===== src/hdl/ipdr_pkg.sv =====
// Shared constants, types and helpers for the int8 packed dot product with requantize.
// Used by every module of the block; has no dependencies of its own.
package ipdr_pkg;

   // Lane arrangement: elements are handled in groups of one byte lane per element
   localparam int LANES      = 32;
   localparam int GROUP_SIZE = 8;
   localparam int GROUPS     = (LANES + GROUP_SIZE - 1) / GROUP_SIZE;
   localparam int WORDS      = 4;
   localparam int WORD_W     = 64;
   localparam int ELEM_W     = 8;

   // Datapath widths
   localparam int PROD_W = 2 * ELEM_W;           // one signed 8x8 product
   localparam int GSUM_W = PROD_W + 3;           // sum of eight products
   localparam int TOT_W  = GSUM_W + 2;           // sum of up to four groups
   localparam int ACC_W  = 32;                   // wrapping row accumulator
   localparam int RES_W  = 8;

   // Configuration widths and limits
   localparam int PPR_W     = 13;
   localparam int ROWS_W    = 16;
   localparam int PIDX_W    = 12;
   localparam int MAX_PACKS = 4096;

   // Division by 127: floor(a / 127) = (a * RECIP_127) >> RECIP_SHIFT for a <= 2^31
   localparam logic [ACC_W-1:0] RECIP_127   = 32'd2164392969;
   localparam int               RECIP_SHIFT = 38;

   // Register port
   localparam int CSR_ADDR_W = 3;
   localparam int CSR_DATA_W = 32;

   typedef enum logic [0:0] {
      REG_PACKS_PER_ROW = 1'b0,
      REG_ROW_COUNT     = 1'b1
   } csr_reg_type;

   typedef logic signed [GSUM_W-1:0] gsum_type;

   // Finished row sum handed from the merge stage to the requantizer
   typedef struct packed {
      logic             valid;
      logic [ACC_W-1:0] sum;
      logic             last;
   } row_type;

   // Requantized result handed to the output buffer
   typedef struct packed {
      logic             valid;
      logic [RES_W-1:0] result;
      logic             last;
   } res_type;

   // Byte mask that zeroes elements at or beyond LANES inside one group
   function automatic logic [WORD_W-1:0] byte_mask(input int group);
      logic [WORD_W-1:0] mask;
      mask = '0;
      for (int j = 0; j < GROUP_SIZE; j++) begin
         if (group * GROUP_SIZE + j < LANES) begin
            mask[j*ELEM_W +: ELEM_W] = {ELEM_W{1'b1}};
         end
      end
      return mask;
   endfunction

endpackage


===== src/hdl/ipdr_requant.sv =====
// Requantizer: signed row sum divided by 127 toward zero, low 8 bits kept.
// Magnitude stage, reciprocal multiply stage, then sign restore. Depends on ipdr_pkg.
module ipdr_requant (
   input  logic                clock,
   input  logic                reset,
   input  logic                ce,
   input  ipdr_pkg::row_type   row_in,
   output ipdr_pkg::res_type   res_out
);

   logic                                  mag_valid_ff;
   logic [ipdr_pkg::ACC_W-1:0]            mag_in;
   logic [ipdr_pkg::ACC_W-1:0]            mag_ff;
   logic                                  mag_neg_ff;
   logic                                  mag_last_ff;

   logic [2*ipdr_pkg::ACC_W-1:0]          prod;
   logic                                  quo_valid_ff;
   logic [ipdr_pkg::RES_W-1:0]            quo_ff;
   logic                                  quo_neg_ff;
   logic                                  quo_last_ff;

   // Take the magnitude of the signed sum
   assign mag_in = row_in.sum[ipdr_pkg::ACC_W-1] ? (~row_in.sum + ipdr_pkg::ACC_W'(1))
                                                 : row_in.sum;

   // Multiply by the reciprocal and keep the low quotient bits
   assign prod = (2*ipdr_pkg::ACC_W)'(mag_ff) * (2*ipdr_pkg::ACC_W)'(ipdr_pkg::RECIP_127);

   always_ff @(posedge clock) begin
      if (reset) begin
         mag_valid_ff <= 1'b0;
         quo_valid_ff <= 1'b0;
      end else if (ce) begin
         mag_valid_ff <= row_in.valid;
         quo_valid_ff <= mag_valid_ff;
      end
   end

   always_ff @(posedge clock) begin
      if (ce) begin
         mag_ff      <= mag_in;
         mag_neg_ff  <= row_in.sum[ipdr_pkg::ACC_W-1];
         mag_last_ff <= row_in.last;
         quo_ff      <= prod[ipdr_pkg::RECIP_SHIFT +: ipdr_pkg::RES_W];
         quo_neg_ff  <= mag_neg_ff;
         quo_last_ff <= mag_last_ff;
      end
   end

   // Restore the sign; wraps in 8 bits
   assign res_out.valid  = quo_valid_ff;
   assign res_out.result = quo_neg_ff ? (~quo_ff + ipdr_pkg::RES_W'(1)) : quo_ff;
   assign res_out.last   = quo_last_ff;

endmodule


===== config.mk =====
export PLATFORM = sky130hd
export DESIGN_NAME = ipdr_requant
export DESIGN_NICKNAME = d
export VERILOG_FILES = /design/src/hdl/ipdr_pkg.sv /design/src/hdl/ipdr_requant.sv
export SDC_FILE = /design/constraint.sdc
export NUM_CORES = 1
export LEC_CHECK = 0
export ABC_AREA = 1
export BUFFER_PORTS_ARGS = -buffer_cell sky130_fd_sc_hd__buf_2
export CORE_MARGIN = 1
export CORE_UTILIZATION = 50
export CTS_BUF_LIST = sky130_fd_sc_hd__clkbuf_4
export CTS_CLUSTER_DIAMETER = 60
export DETAILED_ROUTE_END_ITERATION = 8
export HOLD_SLACK_MARGIN = 0.12
export PLACE_DENSITY = 0.67
export SYNTH_ARGS = -nofsm -noshare
export SYNTH_HDL_FRONTEND = slang
export SYNTH_SLANG_ARGS = --single-unit

===== constraint.sdc =====
create_clock -name clock -period 6 [get_ports clock]
set_input_delay 1.5 -clock clock [delete_from_list [all_inputs] [get_ports clock]]
set_output_delay 1.5 -clock clock [all_outputs]
set_load 0.02 [all_outputs]

==> impl_metrics.ini <==
[status]
outcome = completed

[global_routing]
grt_max_degree = 48
antenna_found_initial = 0
grt_pass1_wl_mm = 33.1
grtUsageTotal = 0.244
grt_pass1_vias = 6901
grt-ovfl-total = 0

[finish]
area_delta_synth_final_pct = 6.55
final_nets = 1466
drive_gt1_frac = 0.0620
multi_input_area_sq_mm = 0.00583
num_antenna_cells = 0
final_cells = 1430
finish.instance_area_sq_mm = 0.00902
fillCellCount = 1664
seq_area_sq_mm = 0.00136

[min_path]
whs_path_depth = 0
worstHoldStart = mag_last_ff
min_to = quo_last_ff
hold_path.class = reg2reg

[setup_path]
regToRegStartpoint = mag_ff[1]
path_delay_family = adder cells
arrival_ns = 4.89
critPathBufInv = 4
path_depth = 18
crit_type = reg2reg
start_kind = flip-flop
reg2reg_to = quo_ff[1]
critical_path.max_stage_delay_ns = 0.53
required_ns = 6.20
reg2reg_slack_ns = 1.32
crit_chain = ha_1, inv_1, fa_1, fa_1, inv_1, fa_1, ha_1, inv_1, fa_1, inv_1, ha_1, nand2_1, nor2_1, nand2_1, nor3b_2, nand3_1, nand4_1, nand2_1
r2r_cells = 18
slowest_stage = fa_1
path_max_fanout = 3
end_kind = flip-flop

[synthesis]
yosysMostFrequentCell = inv_1
ys_seq_area_frac = 0.161
synth_cells = 1161
synth-edff-count = 44
synth_warnings = 0
netlist.area_leader.share = 0.233
synth_seq_cells = 46
yosys.area.top_type = ha_1
syn_nets = 1418
yosysUniqueCellTypes = 41
async_flop_share = 0
avgSynthCellArea_sq_um = 7.29
synth_area_sq_mm = 0.00847
synth_common_cells = 325 x inv_1, 299 x nand2_1, 158 x ha_1
synth_area_leaders = ha_1 23%, edfxtp_1 16%, fa_1 15%
synth_flop_cell = edfxtp_1

[placement]
place.port_buffers = 46
dpl.cell_count = 1422
place_hpwl_mm = 17.8
placed_cell_area_sq_mm = 0.00894
place_congestion = 0.936

[sta]
fmax_mhz = 213
hold_viol = 0
slew_headroom = 0.598
fin_crit_ns = 4.68
setup_viol = 0
final_max_slew_viol_count = 0
worst_slew_pin_slew_ns = 0.603
period_share = 0.781
rsz0062_at_grt = no
hold_ws_ns = 0.437
finClkSkew_ns = 0.0294
fin_tns_setup_ns = 0

[drt]
dr.max_layer_used = met4
drt_wl_total_mm = 19.8
drc_errors = 0
met1Wirelength_mm = 9.07
final_antenna_net_count = 0
wire_per_inst_microns = 13.8
drtIter0Drc = 328
vias_per_cell = 4.78
vias = 6830
wl_met3_microns = 698
drtPass1Iterations = 5
met2_length_mm = 9.13

[die]
coreArea_sq_mm = 0.0166
io_pins = 47
row_count = 47
die_h_microns = 132
design.die.area_sq_mm = 0.0175
start_util = 0.511
die_x_microns = 132

[cts]
clkSinkCount = 46
clk_pin_slew_ns = 0.17
cts_tree = done
post_cts_buffers = 0
cts_resized = 0
ctsRootBufferMaster = clkbuf_4
cts.path.max_buffers = 2
cts_max_level = 2
clkLatencyLatePin_ns = 0.41
ctsHoldBuffers = 0
cts_buffers = 5

[run]
max_cap_violations = 0
registers in the layout (all words and copies together) (netlist names):
name,flops
mag_neg_ff,1
mag_valid_ff,1
mag_ff,32
quo_valid_ff,1
quo_last_ff,1
quo_neg_ff,1
mag_last_ff,1
quo_ff,8
through the flow:
step,setup WS (ns),util
after CTS,1.29,0.544
after global routing,1.02,0.544
after floorplan,1.58,-
after global placement,1.34,0.539
final,1.32,0.544
after detailed placement,1.29,0.539
worst reg2reg max path: stages (launching register included):
cell	delay, ns
edfxtp_1	0.46
ha_1	0.32
inv_1	0.12
fa_1	0.49
fa_1	0.52
inv_1	0.05
fa_1	0.45
ha_1	0.29
inv_1	0.05
fa_1	0.53
inv_1	0.04
ha_1	0.30
nand2_1	0.10
nor2_1	0.19
nand2_1	0.11
nor3b_2	0.20
nand3_1	0.11
nand4_1	0.11
nand2_1	0.05
cell usage in the layout (no fill, tap or decap), drive strengths merged, types with 2 or more instances in the layout:
cell and n:
dfxtp 2, clkbuf 5, xor2 24, ha 158, xnor2 10, nand4 18
o21ai 17, o211ai 3, a21oi 35, fa 62, o31ai 2, nand3 39
o21bai 7, nor2 90, nand2 302, buf 47, nor3 8, edfxtp 44
inv 329
routing by layer:
metal / vias to the layer above / global-route usage
met3: 46 / 0.0304
li1: 3628 / -
met4: 0 / 0.100
met1: 3008 / 0.307
met2: 148 / 0.422
met5: - / 0
logic make-up (layout without fill, tap and decap cells):
logic type | Yosys count | after routing | synth area share
and+or+nand+nor | 461 | 461 | 0.228
buffers and inverters | 334 | 383 | 0.151
adders and majority gates | 220 | 220 | 0.380
AOI/OAI and AO/OA | 66 | 66 | 0.0446
DFF | 46 | 46 | 0.161
xor gates and xnor gates | 34 | 34 | 0.0361
worst max-delay path by stage:
stage	start	endpoint	slack (ns)
floorplan	mag_ff[8]	quo_ff[1]	1.58
global placement	mag_ff[1]	quo_ff[1]	1.34
detailed placement	mag_ff[1]	quo_ff[1]	1.29
CTS	mag_ff[1]	quo_ff[1]	1.29
global route	mag_ff[8]	quo_ff[0]	1.02
finish	mag_ff[1]	quo_ff[1]	1.32
cell type report:
cell class                 count  share of cell area
timing repair buffer          47              0.0264
sequential                    46               0.151
multi-input combinational    781               0.646
clock buffer                   5             0.00416
clock inverter                 3             0.00527
tap                          220              0.0305
inverter                     328               0.136
Power is left out: the tool's default activity adds up to more than one toggle a clock period on the data nets, which glitch-free logic cannot reach.
