**config.mk**
```make
export PLATFORM = sky130hd
export DESIGN_NAME = ipdr_lane
export DESIGN_NICKNAME = d
export VERILOG_FILES = /design/src/hdl/ipdr_pkg.sv /design/src/hdl/ipdr_lane.sv
export SDC_FILE = /design/constraint.sdc
export NUM_CORES = 2
export LEC_CHECK = 0
export BUFFER_PORTS_ARGS = -buffer_cell sky130_fd_sc_hd__buf_4
export CAP_MARGIN = 20
export CORE_MARGIN = 3
export CORE_UTILIZATION = 60
export CTS_BUF_LIST = sky130_fd_sc_hd__clkbuf_4
export DETAILED_ROUTE_END_ITERATION = 6
export PLACE_DENSITY = 0.78
export SLEW_MARGIN = 20
export SYNTH_ARGS = -nofsm -noshare
export SYNTH_HDL_FRONTEND = slang
export SYNTH_SLANG_ARGS = --single-unit
```
**constraint.sdc**
```tcl
create_clock -name clock -period 4.8 [get_ports clock]
set_clock_uncertainty 0.05 [all_clocks]
set_input_delay 0.24 -clock clock [delete_from_list [all_inputs] [get_ports clock]]
set_output_delay 0.24 -clock clock [all_outputs]
set_load 0.05 [all_outputs]
```
**src/hdl/ipdr_pkg.sv**
```systemverilog
// Shared constants, types and helpers for the int8 packed dot product with requantize.
// Used by every module of the block; has no dependencies of its own.
package ipdr_pkg;

   // Lane arrangement: elements are handled in groups of one byte lane per element
   localparam int LANES      = 32;
   localparam int GROUP_SIZE = 8;
   localparam int GROUPS     = (LANES + GROUP_SIZE - 1) / GROUP_SIZE;
   localparam int WORDS      = 4;
   localparam int WORD_W     = 64;
   localparam int ELEM_W     = 8;

   // Datapath widths
   localparam int PROD_W = 2 * ELEM_W;           // one signed 8x8 product
   localparam int GSUM_W = PROD_W + 3;           // sum of eight products
   localparam int TOT_W  = GSUM_W + 2;           // sum of up to four groups
   localparam int ACC_W  = 32;                   // wrapping row accumulator
   localparam int RES_W  = 8;

   // Configuration widths and limits
   localparam int PPR_W     = 13;
   localparam int ROWS_W    = 16;
   localparam int PIDX_W    = 12;
   localparam int MAX_PACKS = 4096;

   // Division by 127: floor(a / 127) = (a * RECIP_127) >> RECIP_SHIFT for a <= 2^31
   localparam logic [ACC_W-1:0] RECIP_127   = 32'd2164392969;
   localparam int               RECIP_SHIFT = 38;

   // Register port
   localparam int CSR_ADDR_W = 3;
   localparam int CSR_DATA_W = 32;

   typedef enum logic [0:0] {
      REG_PACKS_PER_ROW = 1'b0,
      REG_ROW_COUNT     = 1'b1
   } csr_reg_type;

   typedef logic signed [GSUM_W-1:0] gsum_type;

   // Finished row sum handed from the merge stage to the requantizer
   typedef struct packed {
      logic             valid;
      logic [ACC_W-1:0] sum;
      logic             last;
   } row_type;

   // Requantized result handed to the output buffer
   typedef struct packed {
      logic             valid;
      logic [RES_W-1:0] result;
      logic             last;
   } res_type;

   // Byte mask that zeroes elements at or beyond LANES inside one group
   function automatic logic [WORD_W-1:0] byte_mask(input int group);
      logic [WORD_W-1:0] mask;
      mask = '0;
      for (int j = 0; j < GROUP_SIZE; j++) begin
         if (group * GROUP_SIZE + j < LANES) begin
            mask[j*ELEM_W +: ELEM_W] = {ELEM_W{1'b1}};
         end
      end
      return mask;
   endfunction

endpackage

```
**src/hdl/ipdr_lane.sv**
```systemverilog
// One lane group: eight signed byte multipliers and the adder that sums their products.
// Depends on ipdr_pkg for widths and the group sum type.
module ipdr_lane (
   input  logic                          clock,
   input  logic                          ce,
   input  logic [ipdr_pkg::WORD_W-1:0]   matrix_word,
   input  logic [ipdr_pkg::WORD_W-1:0]   vector_word,
   output ipdr_pkg::gsum_type            group_sum
);

   logic signed [ipdr_pkg::PROD_W-1:0] prod_in [ipdr_pkg::GROUP_SIZE];
   logic signed [ipdr_pkg::PROD_W-1:0] prod_ff [ipdr_pkg::GROUP_SIZE];
   ipdr_pkg::gsum_type                 sum_in;
   ipdr_pkg::gsum_type                 sum_ff;

   // Multiply each byte pair
   always_comb begin
      for (int j = 0; j < ipdr_pkg::GROUP_SIZE; j++) begin
         prod_in[j] = $signed(matrix_word[j*ipdr_pkg::ELEM_W +: ipdr_pkg::ELEM_W])
                    * $signed(vector_word[j*ipdr_pkg::ELEM_W +: ipdr_pkg::ELEM_W]);
      end
   end

   // Sum the registered products of the group
   always_comb begin
      sum_in = '0;
      for (int j = 0; j < ipdr_pkg::GROUP_SIZE; j++) begin
         sum_in = sum_in + ipdr_pkg::GSUM_W'(prod_ff[j]);
      end
   end

   // Advance both stages together
   always_ff @(posedge clock) begin
      if (ce) begin
         prod_ff <= prod_in;
         sum_ff  <= sum_in;
      end
   end

   assign group_sum = sum_ff;

endmodule

```
==> flow_metrics.env <==
export IMPL_yosys_warnings=0
export IMPL_cp_max_fo=3
export IMPL_placed_area_sq_um=29800
export IMPL_cp_start_kind="flop"
export IMPL_netlist_instances=2805
export IMPL_fmax_mhz=211
export IMPL_ios=149
export IMPL_synth_distinct_cells=56
export IMPL_routed_via_density=5.21
export IMPL_vias=18735
export IMPL_synth_edf_count=147
export IMPL_die_x_microns=222
export IMPL_critPathBufInv=4
export IMPL_drc=0
export IMPL_area_growth_syn_to_layout_pct=8.35
export IMPL_ys_async_sr_fraction_pct=0
export IMPL_end_kind="flop"
export IMPL_cts_num_sinks=147
export IMPL_grt_pass1_vias=20506
export IMPL_fin_crit_ns=4.74
export IMPL_grt_max_degree=106
export IMPL_drt_pass1_iter_count=6
export IMPL_nNetsFinal=3905
export IMPL_yosysTopAreaCellShare_pct=38.7
export IMPL_synthesis_nets=3725
export IMPL_setup_violations=0
export IMPL_clock_latency_ns=0.57
export IMPL_maxSlewHeadroom_pct=37.8
export IMPL_die_area_sq_um=49100
export IMPL_path_delay_family="adder cells"
export IMPL_hold_violations=0
export IMPL_r2r_start="prod_ff[3]"
export IMPL_grtUsageTotal_pct=24.6
export IMPL_grt_overflow=0
export IMPL_finalInstanceArea_sq_um=30200
export IMPL_wl_microns=56700
export IMPL_yosys_area_top_type="fa_1"
export IMPL_layout_drive_gt1_share_pct=6.90
export IMPL_grt_pass1_wl_microns=99200
export IMPL_maxCapViolations=0
export IMPL_cts_tree="built"
export IMPL_status="complete, no violations"
export IMPL_crit_path_top_delay_cell="fa_1"
export IMPL_dieHeight_microns=222
export IMPL_critPathKind="flop to flop"
export IMPL_cp_slowest_stage_delay_ns=0.55
export IMPL_netlist_area_sq_um=27900
export IMPL_port_buffers=148
export IMPL_path_cells="inv_1 > fa_1 > inv_1 > fa_1 > fa_1 > inv_1 > fa_1 > inv_1 > ha_1 > a21oi_1 > o21ai_0 > o211ai_1 > o31ai_2 > or4b_1 > nand3_1"
export IMPL_synth_seq_area_share_pct=15.8
export IMPL_rows=78
export IMPL_ys_seq_elements=147
export IMPL_worst_slew_pin_transition_ns=0.934
export IMPL_synthFlopType="edfxtp_1"
export IMPL_avgRoutedWirePerCell_microns=15.8
export IMPL_fillers=3588
export IMPL_cts_buffers=17
export IMPL_antenna_found_initial=1
export IMPL_cp_required_ns=5.19
export IMPL_core_area_sq_um=45700
export IMPL_postRouteAntennaNets=0
export IMPL_cts_root_buf="clkbuf_4"
export IMPL_start_util_pct=61.1
export IMPL_startpoint="prod_ff[3]"
export IMPL_final_max_slew_viol_count=0
export IMPL_finalCritPeriodShare_pct=98.7
export IMPL_place_congestion=0.896
export IMPL_htree_levels=4
export IMPL_ys_top_cells_by_area="fa_1 39%, edfxtp_1 16%, inv_1 12%"
export IMPL_place_hpwl_microns=49500
export IMPL_hold_path_class="primary input to flop"
export IMPL_clockBufferDepth=2
export IMPL_drtIter0Drc=1119
export IMPL_worstHoldStart="matrix_word[0]"
export IMPL_avgSynthCellArea_sq_um=9.95
export IMPL_path_clk_slew_ns=0.13
export IMPL_arrival_ns=5.12
## cell families (layout without fill, tap and decap cells)
| group | count (synthesis) | count (layout) | share of synthesized area, % |
|---|---|---|---|
| buf+inv | 857 | 1050 | 11.5 |
| fa+ha+maj | 790 | 790 | 49.9 |
| simple gates | 687 | 687 | 13.7 |
| compound gates | 174 | 174 | 4.21 |
| flops | 147 | 147 | 15.8 |
| xor+xnor | 142 | 142 | 4.46 |
| mux | 8 | 8 | 0.314 |
| other cells | 0 | 1 | 0 |
## placed cells by master (no fill, tap or decap), types with 13 or more instances in the layout
master / instances
ha_1: 251
nor2b_1: 69
o21ai_0: 48
fa_1: 538
clkbuf_4: 17
a21oi_1: 47
edfxtp_1: 147
a21o_1: 17
xor2_1: 19
and2_1: 330
nand2_1: 137
nor3_1: 13
nand2b_1: 28
xnor2_1: 123
inv_1: 856
nand3_1: 17
buf_4: 153
nor2_1: 54
## Yosys cell counts (3+ instances only)
cell type / number
inv_1: 856
fa_1: 539
and2_1: 330
ha_1: 251
edfxtp_1: 147
nand2_1: 137
xnor2_1: 123
nor2b_1: 69
nor2_1: 54
o21ai_0: 48
a21oi_1: 47
nand2b_1: 28
xor2_1: 19
a21o_1: 17
nand3_1: 17
nor3_1: 13
o211ai_1: 7
a211oi_1: 6
and4_1: 6
mux2_2: 6
nor4_1: 6
o21ai_1: 6
o31a_1: 5
or4b_1: 5
and3_1: 4
nand4_1: 4
o21a_1: 4
o41ai_1: 4
o41ai_2: 4
or2_2: 4
a311oi_1: 3
a31oi_1: 3
o21bai_1: 3
## metal layers
metal,share of wire (%),wire (microns),GRT usage (%),up-vias
li1,-,-,-,8709
met1,42,23700,33.0,9508
met2,51,29000,43.0,437
met3,4.0,2290,2.53,81
met4,2.9,1670,6.67,0
met5,0,0,0,-
## through the flow
stage / util [%] / TNS [ns] / worst slack [ns] / hold slack (ns) / instances
6_report: 66.2 / 0 / 0.0612 / 0.0636 / 3599
2_1_floorplan: - / 0 / 0.399 / 0.302 / 2805
5_1_grt: 66.2 / -0.0117 / -0.0117 / 0.0273 / 3599
4_1_cts: 66.2 / 0 / 0.0211 / 0.0182 / 3597
3_3_place_gp: 65.2 / 0 / 0.224 / 0.554 / 3556
3_5_place_dp: 65.2 / 0 / 0.0805 / 0.541 / 3556
## path summary, 6_finish.rpt
check / to / slack, ns / cells after the start
setup / recovery: group_sum[17] / 0.06 / 15
hold / removal: prod_ff[112] / 0.06 / 2
setup reg to reg: group_sum[17] / 0.06 / 15
hold reg to reg: group_sum[0] / 0.67 / 2
## area by class of cell
cell class	instances	area, sq um	area share (%)
Clock inverter	15	206	0.683
Multi-Input combinational cell	1801	20300	67.1
Timing Repair Buffer	162	1240	4.10
Clock buffer	17	128	0.422
Sequential cell	147	4410	14.6
Tap cell	600	751	2.48
Antenna cell	1	2.50	0.00828
Inverter	856	3210	10.6
## state kept, by name, indices dropped and copies added, names as in the netlist
register   count
group_sum     19
prod_ff      128
## worst register-to-register path: stages, from the launching register on
cell	delay (ns)
edfxtp_1	0.36
inv_1	0.06
fa_1	0.55
inv_1	0.06
fa_1	0.47
fa_1	0.50
inv_1	0.05
fa_1	0.53
inv_1	0.06
ha_1	0.27
a21oi_1	0.23
o21ai_0	0.20
o211ai_1	0.39
o31ai_2	0.18
or4b_1	0.55
nand3_1	0.09
## what timing repair did
item                                    CTS  global route
endpoints found under the hold margin     4             0
resized for setup                         0             2
endpoints found under the setup margin    1             3
hold buffers                              8             0
setup buffers                             1             1
pin swaps                                 1             5
Power is not shown: default switching activity piles up to over one toggle a cycle in this logic, so the estimate is an artifact.
