File: src/hdl/ipdr_pkg.sv
// Shared constants, types and helpers for the int8 packed dot product with requantize.
// Used by every module of the block; has no dependencies of its own.
package ipdr_pkg;

   // Lane arrangement: elements are handled in groups of one byte lane per element
   localparam int LANES      = 32;
   localparam int GROUP_SIZE = 8;
   localparam int GROUPS     = (LANES + GROUP_SIZE - 1) / GROUP_SIZE;
   localparam int WORDS      = 4;
   localparam int WORD_W     = 64;
   localparam int ELEM_W     = 8;

   // Datapath widths
   localparam int PROD_W = 2 * ELEM_W;           // one signed 8x8 product
   localparam int GSUM_W = PROD_W + 3;           // sum of eight products
   localparam int TOT_W  = GSUM_W + 2;           // sum of up to four groups
   localparam int ACC_W  = 32;                   // wrapping row accumulator
   localparam int RES_W  = 8;

   // Configuration widths and limits
   localparam int PPR_W     = 13;
   localparam int ROWS_W    = 16;
   localparam int PIDX_W    = 12;
   localparam int MAX_PACKS = 4096;

   // Division by 127: floor(a / 127) = (a * RECIP_127) >> RECIP_SHIFT for a <= 2^31
   localparam logic [ACC_W-1:0] RECIP_127   = 32'd2164392969;
   localparam int               RECIP_SHIFT = 38;

   // Register port
   localparam int CSR_ADDR_W = 3;
   localparam int CSR_DATA_W = 32;

   typedef enum logic [0:0] {
      REG_PACKS_PER_ROW = 1'b0,
      REG_ROW_COUNT     = 1'b1
   } csr_reg_type;

   typedef logic signed [GSUM_W-1:0] gsum_type;

   // Finished row sum handed from the merge stage to the requantizer
   typedef struct packed {
      logic             valid;
      logic [ACC_W-1:0] sum;
      logic             last;
   } row_type;

   // Requantized result handed to the output buffer
   typedef struct packed {
      logic             valid;
      logic [RES_W-1:0] result;
      logic             last;
   } res_type;

   // Byte mask that zeroes elements at or beyond LANES inside one group
   function automatic logic [WORD_W-1:0] byte_mask(input int group);
      logic [WORD_W-1:0] mask;
      mask = '0;
      for (int j = 0; j < GROUP_SIZE; j++) begin
         if (group * GROUP_SIZE + j < LANES) begin
            mask[j*ELEM_W +: ELEM_W] = {ELEM_W{1'b1}};
         end
      end
      return mask;
   endfunction

endpackage

File: src/hdl/ipdr_merge.sv
// Merge stage: adds the lane group sums, accumulates packs into the row sum
// and tracks pack and row position. Depends on ipdr_pkg.
module ipdr_merge (
   input  logic                          clock,
   input  logic                          reset,
   input  logic                          ce,
   input  logic                          in_valid,
   input  ipdr_pkg::gsum_type            group_sum [ipdr_pkg::GROUPS],
   input  logic [ipdr_pkg::PPR_W-1:0]    packs_per_row,
   input  logic [ipdr_pkg::ROWS_W-1:0]   row_count,
   output ipdr_pkg::row_type             row_out
);

   logic signed [ipdr_pkg::TOT_W-1:0]  total_in;
   logic signed [ipdr_pkg::TOT_W-1:0]  total_ff;
   logic                               total_valid_ff;
   logic [ipdr_pkg::ACC_W-1:0]         row_sum_ff;
   logic [ipdr_pkg::PIDX_W-1:0]        pack_index_ff;
   logic [ipdr_pkg::ROWS_W-1:0]        row_index_ff;
   logic                               out_valid_ff;
   logic [ipdr_pkg::ACC_W-1:0]         out_sum_ff;
   logic                               out_last_ff;

   logic [ipdr_pkg::ACC_W-1:0]         sum_now;
   logic [ipdr_pkg::PPR_W-1:0]         eff_packs;
   logic [ipdr_pkg::PPR_W-1:0]         pack_next;
   logic [ipdr_pkg::ROWS_W-1:0]        eff_rows;
   logic [ipdr_pkg::ROWS_W:0]          row_next;
   logic                               row_end;
   logic                               row_last;

   // Combine the lane groups
   always_comb begin
      total_in = '0;
      for (int g = 0; g < ipdr_pkg::GROUPS; g++) begin
         total_in = total_in + ipdr_pkg::TOT_W'(group_sum[g]);
      end
   end

   // Clamp counts and decide row end and last row
   always_comb begin
      if (packs_per_row == '0) begin
         eff_packs = ipdr_pkg::PPR_W'(1);
      end else if (packs_per_row > ipdr_pkg::PPR_W'(ipdr_pkg::MAX_PACKS)) begin
         eff_packs = ipdr_pkg::PPR_W'(ipdr_pkg::MAX_PACKS);
      end else begin
         eff_packs = packs_per_row;
      end
      eff_rows  = (row_count == '0) ? ipdr_pkg::ROWS_W'(1) : row_count;
      pack_next = {1'b0, pack_index_ff} + ipdr_pkg::PPR_W'(1);
      row_next  = {1'b0, row_index_ff} + (ipdr_pkg::ROWS_W + 1)'(1);
      row_end   = pack_next >= eff_packs;
      row_last  = row_next >= {1'b0, eff_rows};
      sum_now   = row_sum_ff + ipdr_pkg::ACC_W'(total_ff);
   end

   // Register the group total
   always_ff @(posedge clock) begin
      if (reset) begin
         total_valid_ff <= 1'b0;
      end else if (ce) begin
         total_valid_ff <= in_valid;
      end
   end

   always_ff @(posedge clock) begin
      if (ce) begin
         total_ff <= total_in;
      end
   end

   // Accumulate the pack, close the row at its last pack
   always_ff @(posedge clock) begin
      if (reset) begin
         row_sum_ff    <= '0;
         pack_index_ff <= '0;
         row_index_ff  <= '0;
         out_valid_ff  <= 1'b0;
      end else if (ce) begin
         out_valid_ff <= total_valid_ff & row_end;
         if (total_valid_ff) begin
            if (row_end) begin
               row_sum_ff    <= '0;
               pack_index_ff <= '0;
               row_index_ff  <= row_last ? '0 : row_next[ipdr_pkg::ROWS_W-1:0];
            end else begin
               row_sum_ff    <= sum_now;
               pack_index_ff <= pack_next[ipdr_pkg::PIDX_W-1:0];
            end
         end
      end
   end

   // Hold the finished row sum for the requantizer
   always_ff @(posedge clock) begin
      if (ce && total_valid_ff && row_end) begin
         out_sum_ff  <= sum_now;
         out_last_ff <= row_last;
      end
   end

   assign row_out.valid = out_valid_ff;
   assign row_out.sum   = out_sum_ff;
   assign row_out.last  = out_last_ff;

endmodule

File: config.mk
export PLATFORM = sky130hd
export DESIGN_NAME = ipdr_merge
export DESIGN_NICKNAME = d
export VERILOG_FILES = /design/src/hdl/ipdr_pkg.sv /design/src/hdl/ipdr_merge.sv
export SDC_FILE = /design/constraint.sdc
export NUM_CORES = 1
export LEC_CHECK = 0
export ABC_CLOCK_PERIOD_IN_PS = 5300
export BUFFER_PORTS_ARGS = -buffer_cell sky130_fd_sc_hd__clkbuf_2
export CAP_MARGIN = 10
export CORE_ASPECT_RATIO = 0.5
export CORE_UTILIZATION = 50
export CTS_CLUSTER_SIZE = 25
export DETAILED_ROUTE_END_ITERATION = 12
export PLACE_DENSITY = 0.75
export SLEW_MARGIN = 20
export SYNTH_ARGS = -nofsm -noshare
export SYNTH_HDL_FRONTEND = slang
export SYNTH_SLANG_ARGS = --single-unit
File: constraint.sdc
create_clock -name clock -period 5.3 [get_ports clock]
set_input_delay 1.06 -clock clock [delete_from_list [all_inputs] [get_ports clock]]
set_output_delay 1.06 -clock clock [all_outputs]
set_load 0.01 [all_outputs]
==> impl_metrics.ini <==
[power_and_ir_drop]
power.density_nw_per_um2 = 359
swShare_pct = 34.8
ir_worst_vdd_mv = 0.253
p_clk_share_pct = 30.4
power_frac_seq_pct = 32.2
p_int_mw = 2.41
fin_total_pwr_mw = 3.70
p_switching_mw = 1.29
p_leak_nw = 4.90
combPwrFrac_pct = 37.4

[synthesis]
syn_nets = 1186
synth_cell_types = 74
synth-seq-area-share_pct = 32.5
synth.avg_cell_area_um2 = 9.23
synth_most_common_cell = inv_1
synth_top_area_share_pct = 18.4
netlist_area_um2 = 8810
ys_async_sr_fraction_pct = 0
synth_top_cells_by_count = inv_1, ha_1, nand2_1, a21oi_1, dfxtp_1
synth_area_leaders = edfxtp_1, dfxtp_1, ha_1
yosys_warnings = 0
synth_edf_count = 54
yosys.area.top_type = edfxtp_1
synth_ff_type = dfxtp_1
syn_inst = 955
synth_seq_cells = 116

[global_routing]
grt_max_degree = 46
antenna_found_initial = 0
grt_pass1_vias = 6787
overflow = 0
grt_pass1_wl_um = 31100
gr-usage-all-layers_pct = 21.4

[routing]
routed_wl_um = 18400
drc = 0
ant_nets = 0
drt_iter0_drc = 381
vias = 7066
firstDrtPassIters = 5
wl_per_cell_um = 13.9
post_drt_via_cell_ratio = 5.32

[setup_path]
cp_cell_sequence = clkbuf_2 > inv_1 > fa_1 > fa_1 > inv_1 > ha_1 > inv_1 > fa_1 > nor2b_1 > o21a_1 > o21ai_0 > a211oi_1 > o211a_1 > o41ai_2 > mux2i_1 > nand3b_1
crit_arrival_ns = 4.33
required_ns = 5.45
endpoint_kind = flip-flop
crit_fanout = 3
crit_type = in -> reg
slowest_stage = fa_1
reg2reg_slack_ns = 1.51
cpPeakStageDelay_ns = 0.51
startpoint_type = primary input

[final_layout]
nets = 1320
drive_above_1_share_pct = 18.7
stdcell_area_um2 = 10300
syn_to_final_growth_pct = 16.8
antennaDiodeCount = 0

[clocking]
cts_resized = 0
post_cts_buffers = 0
cts_tree = built
numCtsBuffers = 17
clk_latency_ns = 0.41
cts_buffer_depth = 2
ctsHoldBuffers = 0
h-tree-depth = 4
cts_root_buf = clkbuf_16
clock-sinks = 116
cts.reportedPaths.clkPinSlew_ns = 0.06

[timing]
max_clock_freq_mhz = 239
max_slew_margin_pct = 36.1
rsz0062_at_grt = no
fin_crit_ns = 4.18
finalCritPeriodShare_pct = 78.9
hold_viol = 0
tightestPinTransition_ns = 0.959
clock_skew_ns = 0.00770
setup_violations = 0
maxSlewViolCount = 0
tns_ns = 0

[floorplanning]
dieArea_um2 = 18200
chipHeight_um = 95.9
start_util_pct = 52.4
core_area_um2 = 16800
rows = 33
die_w_um = 190
ios = 143

[place]
hpwl_um = 14100
port_buffers = 142
placed_area_um2 = 9710
globalplace.congestion = 0.907

[worst_hold_path]
hold_path_class = reg -> reg

[outcome]
status = finished, final reports clean

[run]
maxCapViolCount = 0
-- flip-flops by register name, indices dropped and copies added (netlist names) --
register and cells:
row_index_ff 16, out_sum_ff 32, row_sum_ff 32, out_valid_ff 1, total_valid_ff 1, pack_index_ff 12, out_last_ff 1, total_ff 21
-- power by group through the flow --
stage                     clock network (mW)  registers (mW)  logic [mW]
after floorplan                            0            1.18        1.08
after global placement                     0            1.20        1.32
after detailed placement                   0            1.20        1.36
after CTS                               1.14            1.19        1.38
after global routing                    1.19            1.20        1.55
final                                   1.12            1.19        1.39
-- path summary, 6_finish.rpt --
kind	endpoint	startpoint	cells after the start
worst min-delay path	row_sum_ff[4]	row_sum_ff[4]	2
worst min register to register	row_sum_ff[4]	row_sum_ff[4]	2
worst max-delay path	total_ff[17]	group_sum[1]	16
worst max register to register	pack_index_ff[2]	pack_index_ff[0]	14
-- area by class of cell --
| class | count | area (um2) |
|---|---|---|
| multi-input cells | 682 | 5340 |
| inverters | 124 | 465 |
| fillers | 1395 | 6510 |
| clock inverters | 15 | 158 |
| clock buffers | 17 | 425 |
| well taps | 227 | 284 |
| flip-flops and latches | 116 | 2860 |
| repair buffers | 148 | 756 |
-- placed cells by master (no fill, tap or decap), types with 5 or more instances in the layout --
cell	count
o21ai_0	32
or2_2	6
nor2b_1	8
a31oi_1	9
nand3b_1	8
buf_4	6
nand2_1	77
and2_1	6
o21a_1	6
a211oi_1	10
xor2_1	24
clkbuf_16	17
fa_1	40
nor2_1	41
a22o_1	17
dfxtp_1	62
ha_1	82
nand2b_1	10
o21bai_1	5
a21oi_1	76
xnor2_1	45
a21o_1	26
inv_1	123
edfxtp_1	54
nand3_1	39
and3_1	17
nand4_1	6
nor3_1	16
nor4_1	11
clkbuf_2	142
-- cell families (layout without fill, tap and decap cells) --
kind of cell	Yosys count	after routing	share of synthesized area [%]
and+or+nand+nor	259	259	14.7
AOI/OAI and AO/OA	229	229	18.0
buffers and inverters	157	304	6.94
adders and majority gates	122	122	20.7
DFF	116	116	32.5
xor gates and xnor gates	69	69	6.86
muxes	3	3	0.341
-- worst max-delay path: cells and delay by family --
| kind | cells | cell delay [ns] |
|---|---|---|
| AOI/OAI and AO/OA | 5 | 1.22 |
| and+or+nand+nor | 2 | 0.24 |
| adders and majority gates | 4 | 1.43 |
| muxes | 1 | 0.13 |
| buffers and inverters | 4 | 0.24 |
-- per-layer routing --
| metal | wire length, um | global-route usage (%) | vias up | part of all wire, % |
|---|---|---|---|---|
| met2 | 8450 | 36.6 | 196 | 46 |
| met4 | 188 | 6.32 | 0 | 1.0 |
| met1 | 8950 | 28.4 | 3245 | 49 |
| met3 | 849 | 3.10 | 21 | 4.6 |
| li1 | - | - | 3604 | - |
| met5 | 0 | 0 | - | 0 |
-- metrics by stage --
step | util (%) | cells | hold WS [ns] | setup slack (ns)
3_3_place_gp | 57.8 | 1297 | 0.443 | 0.786
4_1_cts | 61.3 | 1329 | 0.462 | 1.11
2_1_floorplan | - | 955 | 0.436 | 1.06
3_5_place_dp | 57.8 | 1297 | 0.454 | 0.699
6_report | 61.3 | 1329 | 0.460 | 1.12
5_1_grt | 61.3 | 1329 | 0.479 | 0.924
No activity file was read; power rests on OpenSTA's default activity.
